$ cat src/rtl/rgb_median_window_filter_top_macros.svh
// Assertion macros for the median window filter.
`ifndef RGB_MEDIAN_WINDOW_FILTER_TOP_MACROS_SVH
`define RGB_MEDIAN_WINDOW_FILTER_TOP_MACROS_SVH
`ifndef SYNTHESIS
`define RMWF_ASSERT_IMPLY(label, clk, rst, pre, post, msg) \
   label: assert property (@(posedge clk) disable iff (rst) (pre) |-> (post)) else $error(msg);
`define RMWF_ASSERT_NEXT(label, clk, rst, pre, post, msg) \
   label: assert property (@(posedge clk) disable iff (rst) (pre) |=> (post)) else $error(msg);
`else
`define RMWF_ASSERT_IMPLY(label, clk, rst, pre, post, msg)
`define RMWF_ASSERT_NEXT(label, clk, rst, pre, post, msg)
`endif
`endif

$ cat src/rtl/rmwf_pkg.sv
// Shared constants and types of the median window filter.
package rmwf_pkg;
   localparam int MAX_WIDTH  = 1024;
   localparam int MAX_HEIGHT = 4096;
   localparam int MAX_RADIUS = 4;
   localparam int COL_W  = 10;
   localparam int ROW_W  = 13;
   localparam int WID_W  = 11;
   localparam int HGT_W  = 13;
   localparam int LVL_W  = 4;
   localparam int RAD_W  = 3;
   localparam int BANK_SHIFT = 10;
   localparam int BANKS      = 2 * MAX_RADIUS + 1;
   localparam int LINE_DEPTH = BANKS * MAX_WIDTH;
   localparam int ADDR_W     = 14;
   localparam int LIN_W      = 22;
   localparam int PROD_W     = 25;
   localparam int RECIP9     = 7282;   // ceil(2^16 / 9)
   localparam int PIX_W      = 24;

   localparam logic [1:0] CSR_WIDTH  = 2'd0;
   localparam logic [1:0] CSR_HEIGHT = 2'd1;
   localparam logic [1:0] CSR_LEVEL  = 2'd2;

   localparam logic CMD_PIXEL = 1'b0;
   localparam logic CMD_DRAIN = 1'b1;

   typedef struct packed {
      logic             start;
      logic [11:0]      row;
      logic [COL_W-1:0] col;
      logic [WID_W-1:0] width;
   } addr_req_type;
endpackage

$ cat src/rtl/rmwf_addr.sv
// Line memory address unit: (row * width + col) mod depth over three stages.
module rmwf_addr
   import rmwf_pkg::*;
(
   input  logic              clock,
   input  logic              reset,
   input  addr_req_type      req,
   output logic              done,
   output logic [ADDR_W-1:0] addr
);
   logic              v1_ff, v2_ff, done_ff;
   logic [LIN_W-1:0]  lin_ff, lin2_ff;
   logic [PROD_W-1:0] prod_ff;
   logic [ADDR_W-1:0] addr_ff;
   logic [8:0]        quot;
   logic [LIN_W-1:0]  quot_off;

   assign quot     = prod_ff[PROD_W-1:16];
   assign quot_off = (LIN_W'(quot) * LIN_W'(BANKS)) << BANK_SHIFT;

   always_ff @(posedge clock) begin
      if (reset) begin
         v1_ff   <= 1'b0;
         v2_ff   <= 1'b0;
         done_ff <= 1'b0;
      end else begin
         v1_ff   <= req.start;
         v2_ff   <= v1_ff;
         done_ff <= v2_ff;
      end
      lin_ff  <= LIN_W'(LIN_W'(req.row) * LIN_W'(req.width) + LIN_W'(req.col));
      prod_ff <= PROD_W'(lin_ff[LIN_W-1:BANK_SHIFT]) * PROD_W'(RECIP9);
      lin2_ff <= lin_ff;
      addr_ff <= ADDR_W'(lin2_ff - quot_off);
   end

   assign done = done_ff;
   assign addr = addr_ff;
endmodule

$ cat config.mk
export PLATFORM = sky130hd
export DESIGN_NAME = rmwf_addr
export DESIGN_NICKNAME = d
export VERILOG_FILES = /design/src/rtl/rgb_median_window_filter_top_macros.svh /design/src/rtl/rmwf_pkg.sv /design/src/rtl/rmwf_addr.sv
export SDC_FILE = /design/constraint.sdc
export NUM_CORES = 1
export LEC_CHECK = 0
export ABC_AREA = 1
export BUFFER_PORTS_ARGS = -buffer_cell sky130_fd_sc_hd__buf_4
export CORE_MARGIN = 8
export CORE_UTILIZATION = 55
export CTS_CLUSTER_SIZE = 30
export DETAILED_ROUTE_END_ITERATION = 16
export MAX_ROUTING_LAYER = met4
export PLACE_DENSITY = 0.8
export SETUP_SLACK_MARGIN = 0.5
export SYNTH_ARGS = -nofsm -noshare
export SYNTH_HDL_FRONTEND = slang
export SYNTH_SLANG_ARGS = --single-unit
$ cat constraint.sdc
create_clock -name clock -period 5.8 [get_ports clock]
set_input_delay 0.29 -clock clock [delete_from_list [all_inputs] [get_ports clock]]
set_output_delay 0.29 -clock clock [all_outputs]
set_load 0.01 [all_outputs]
======== Word-level counts from Yosys, hierarchy flattened ========
Cells that the tools add are included.
operators by class
  multipliers ............................. 3
  $add $sub $neg .......................... 2
operators by type and width
  operator                number
  $mul 12x12->24 const B  1
  $add 22x10->22          1
  $mul 12x11->22          1
  $sub 14x14->14          1
  $mul 9x4->4 const B     1
storage, ports and cells
  bits in registers ....................... 77
  output and inout port bits .............. 15
  word-level logic and storage cells ...... 12
  input bits .............................. 36

======== Depth between registers and ports, before layout ========
  depth in word-level cells ............... 2
  mapped depth ............................ 23
  depth with buffers taken out ............ 22

======== Worst setup path before layout ========
Ideal clock, no wire load.
  path kind ............................... input to register
  start point ............................. input port req[21] (netlist name)
  end point ............................... register lin_ff[21]
  stages on the path ...................... 21
  slack ................................... 1.334 ns
  setup time .............................. 0.114 ns
  required time ........................... 5.686 ns
  arrival ................................. 4.352 ns
  path buffers ............................ 1
  cells stage by stage .................... clkbuf_1 > nand2_1 > fa_1 > fa_1 > inv_1 > fa_1 > fa_1 > inv_1 > fa_1 > inv_1 > ha_1 > nand2_1 > inv_2 > nand2_4 > inv_1 > nand2_1 > nand2_1 > nand2_1 > nand3_1 > nand2_1 > nand2_1
between the ends
  cells in the longest elaborated chain, start to end .. 2
ends and longest elaborated chain
  item                  line             text
  start, declared       rmwf_addr.sv:7   input addr_req_type req,
  $mul 12x11->22        rmwf_addr.sv:31  lin_ff <= LIN_W'(LIN_W'(req.row) * LIN_W'(req.width) + LIN_W'(req.col));
  $add 22x10->22        rmwf_addr.sv:31
  end signal, assigned  rmwf_addr.sv:31
  end, declared         rmwf_addr.sv:12  logic [LIN_W-1:0] lin_ff, lin2_ff;
No other way between the ends.
A chain may end at the register's enable or synchronous reset.

======== Final worst setup path ========
  start point ............................. input port req[22] (netlist name)
  end point ............................... register lin_ff[16]
The elaborated chain is that of the path after synthesis.

==> PnR_summary.wiki <==
{| class="wikitable"
! Metric !! Value
|-
| Worst clock skew || around 0.0047 ns
|-
| Crit path launch type || input port
|-
| Post-layout instance area || 0.00899 mm2
|-
| TritonCTS clock tree || done
|-
| End-of-flow core utilization || 0.621
|-
| Count of flip-flops with a built-in enable after synthesis || 0
|-
| Critical path endpoint category || register
|-
| Syn nets || 1303
|-
| Type of the worst setup path || input port to register
|-
| Cell area after synthesis || approximately 0.0081 mm2
|-
| Cell occurring most often along the worst timing path || fa_1
|-
| Setup TNS || 0 ns
|-
| Post-synthesis cell type with the largest combined area || fa_1
|-
| Cell Chain, Critical Path || buf_4, nand2_1, inv_1, fa_1, fa_1, fa_1, fa_1, inv_1, fa_1, inv_1, ha_1, a21oi_1, and2_4, nor2_1, nor2_1, nand2_1, nand2_1, nand2_1
|-
| Post-synthesis sequential element count || 57
|-
| Longest individual stage delay on the worst path || 0.54 ns
|-
| Hold buffer count at CTS || 0
|-
| Setup repair after global routing missed its margin || false
|-
| Cells after Synth || 1026
|-
| Master cell of the clock root buffer || clkbuf_16
|-
| Largest net degree at the start of global routing || 13
|-
| Top cell type's share of synthesized area || 0.318
|-
| Leading cell type by number of instances after synthesis || inv_1
|-
| Top fanout value on the critical path || 11
|-
| Total routing usage reported by global routing || 0.192
|-
| Required time worst endpoint || around 6 ns
|-
| Clk buf depth || 2
|-
| Synth-to-layout area growth || 10.6%
|-
| Post-detailed-route wirelength per cell || between 10 and 15 um
|-
| Maximum capacitance violations || 0
|-
| RePlAce Congestion || 0.924
|-
| Final critical-path share of the clock period || 0.739
|-
| Die ar. || approximately 0.019 mm2
|-
| Warnings from Yosys || 0
|-
| Total via count after detailed routing || about 6100
|-
| Endpoints failing hold || 0
|-
| Final period demand of the worst path || 4.29 ns
|-
| Total wire length after detailed routing || 16200 um
|-
| Least-Margin Pin Slew || 0.331 ns
|-
| Number of instances resized during post-cts repair || 0
|-
| Buffers added on ports || 50
|-
| Number of DRC markers after the initial detailed-route iteration || 299
|-
| Critical path's top delay family || adder cells
|-
| H-tree level count || 3
|-
| Antenna violations before repair || 0
|-
| Number of buffers inserted during clock tree synthesis || 9
|-
| Leading cell types by count after synthesis || inv_1 (297), nand2_1 (264), fa_1 (129), ha_1 (112), dfxtp_1 (57)
|-
| Placed Instances || 1237
|-
| Worst-path clk slew || 0.05 ns
|-
| Router iterations before antenna repair || 5
|-
| Post-CTS setup buffer count || 0
|-
| Fraction of layout cells with a size suffix above 1 || 0.0804
|-
| Horizontal die dimension || 138 um
|-
| Number of global-route vias before repair || 6542
|-
| Max transition margin || 0.779
|-
| Fraction of the yosys area taken by sequential cells || 0.140
|-
| Setup-failing EPs final || 0
|-
| Critical path buffers and inverters || 4
|-
| Inserted Diodes || 0
|-
| Area of the multi-input gates || 0.00577 mm2
|-
| Global-route wire length before repair || 28800 um
|-
| Clock Sink Count || 57
|-
| Count of placed standard cells in the final layout, fillers left out || 1253
|-
| DP Wirelength || ~14000 um
|-
| Vias/cell || 4.89
|-
| Async S/R FF share, synth || 0
|-
| Post-route antenna net violation count || 0
|-
| Most used flip-flop cell after synthesis || dfxtp_1
|-
| Ports || 51
|-
| Result of the run || finished, final reports clean
|-
| Clock latency on the worst-skew pair || ~0.32 ns
|-
| Total congestion overflow after global routing || 0
|-
| Class of the most critical hold timing path || input port to register
|-
| Avg Inst Size Synth || slightly below 8 um2
|-
| Placement Rows || 44
|-
| Library cell contributing the largest single delay on the critical path || fa_1
|-
| Number of DRC violations after detailed routing || 0
|-
| Count of distinct cell types in the synthesized netlist || 29
|-
| Max Clock Freq || roughly 230 MHz
|-
| Effective utilization at floorplan || 0.562
|-
| Fill cells || 1236
|-
| Arrival time of the worst setup path || 4.50 ns
|-
| Instance area at placement || 0.00865 mm2
|-
| # nets final || between 1000 and 1500
|-
| Area used by sequential logic in the layout || 0.00114 mm2
|-
| Final slew viol count || 0
|-
| Cell types occupying the most area after synthesis || fa_1 (32%), ha_1 (17%), dfxtp_1 (14%), inv_1 (14%), nand2_1 (12%)
|-
| Floorplan core area || 0.0145 mm2
|-
| Vertical die dimension || approximately 140 um
|}
## cell usage in the layout (no fill, tap or decap)
cell and count:
xnor2_1 4, and2_4 1, inv_1 297, nand2_1 264, o21bai_1 3, dfxtp_1 57
nor3_1 4, ha_1 112, a21oi_1 23, o21a_1 1, o21bai_2 2, clkinv_2 1
nand3_1 26, and2_1 1, clkbuf_16 9, bufinv_16 3, nor2_1 35, buf_4 50
a21o_1 1, clkbuf_1 1, nor3_4 1, nor4_1 2, inv_2 5, o21ai_0 5
clkbuf_8 1, nand4_1 5, nand2_2 6, clkinvlp_4 1, nand3_2 2, nand2_4 1
nand3b_1 1, xor2_1 12, fa_1 129, a21oi_2 1, nor2_2 2
## kinds of logic (layout without fill, tap and decap cells)
| group | count (synthesis) | count (layout) | synth area share |
|---|---|---|---|
| and+or+nand+nor | 351 | 351 | 0.177 |
| DFF | 57 | 57 | 0.140 |
| buffers and inverters | 325 | 368 | 0.150 |
| adders and majority gates | 241 | 241 | 0.490 |
| xor gates and xnor gates | 16 | 16 | 0.0172 |
| AOI/OAI and AO/OA | 36 | 36 | 0.0257 |
## sequential cells by signal, summed over array words and instances (netlist names)
register  flops
prod_ff       4
v2_ff         1
lin_ff       22
done          1
addr         14
v1_ff         1
lin2_ff      14
## metrics by stage
stage,setup WS [ns],hold slack [ns]
floorplan,1.33,0.310
global placement,1.24,0.311
detailed placement,1.20,0.312
CTS,1.53,0.133
global route,1.26,0.131
finish,1.51,0.142
## layout make-up
type | count | area share
Tap cell | 184 | 0.0256
Sequential cell | 57 | 0.127
Timing Repair Buffer | 50 | 0.0417
Clock buffer | 11 | 0.0270
Multi-Input combinational cell | 644 | 0.641
Inverter | 302 | 0.126
Clock inverter | 5 | 0.0114
## final timing paths
| path | from | to | slack [ns] | depth (start not counted) |
|---|---|---|---|---|
| hold / removal | reset | v2_ff$_SDFF_PP0_ | 0.14 | 2 |
| setup reg to reg | lin_ff[13]$_DFF_P_ | prod_ff[16]$_DFF_P_ | 1.64 | 16 |
| setup / recovery | req[22] | lin_ff[16]$_DFF_P_ | 1.51 | 18 |
| hold reg to reg | lin_ff[8]$_DFF_P_ | lin2_ff[8]$_DFF_P_ | 0.32 | 0 |
## per-layer routing
| layer | part of all wire | vias to the layer above | global-route usage |
|---|---|---|---|
| met5 | 0 | - | - |
| met4 | 0.012 | 0 | 0.0477 |
| met3 | 0.060 | 22 | 0.0325 |
| met2 | 0.49 | 189 | 0.329 |
| met1 | 0.44 | 2867 | 0.232 |
| li1 | - | 3043 | - |
Power is left out: the tool's default activity adds up to more than one toggle a clock period on the data nets, which glitch-free logic cannot reach.
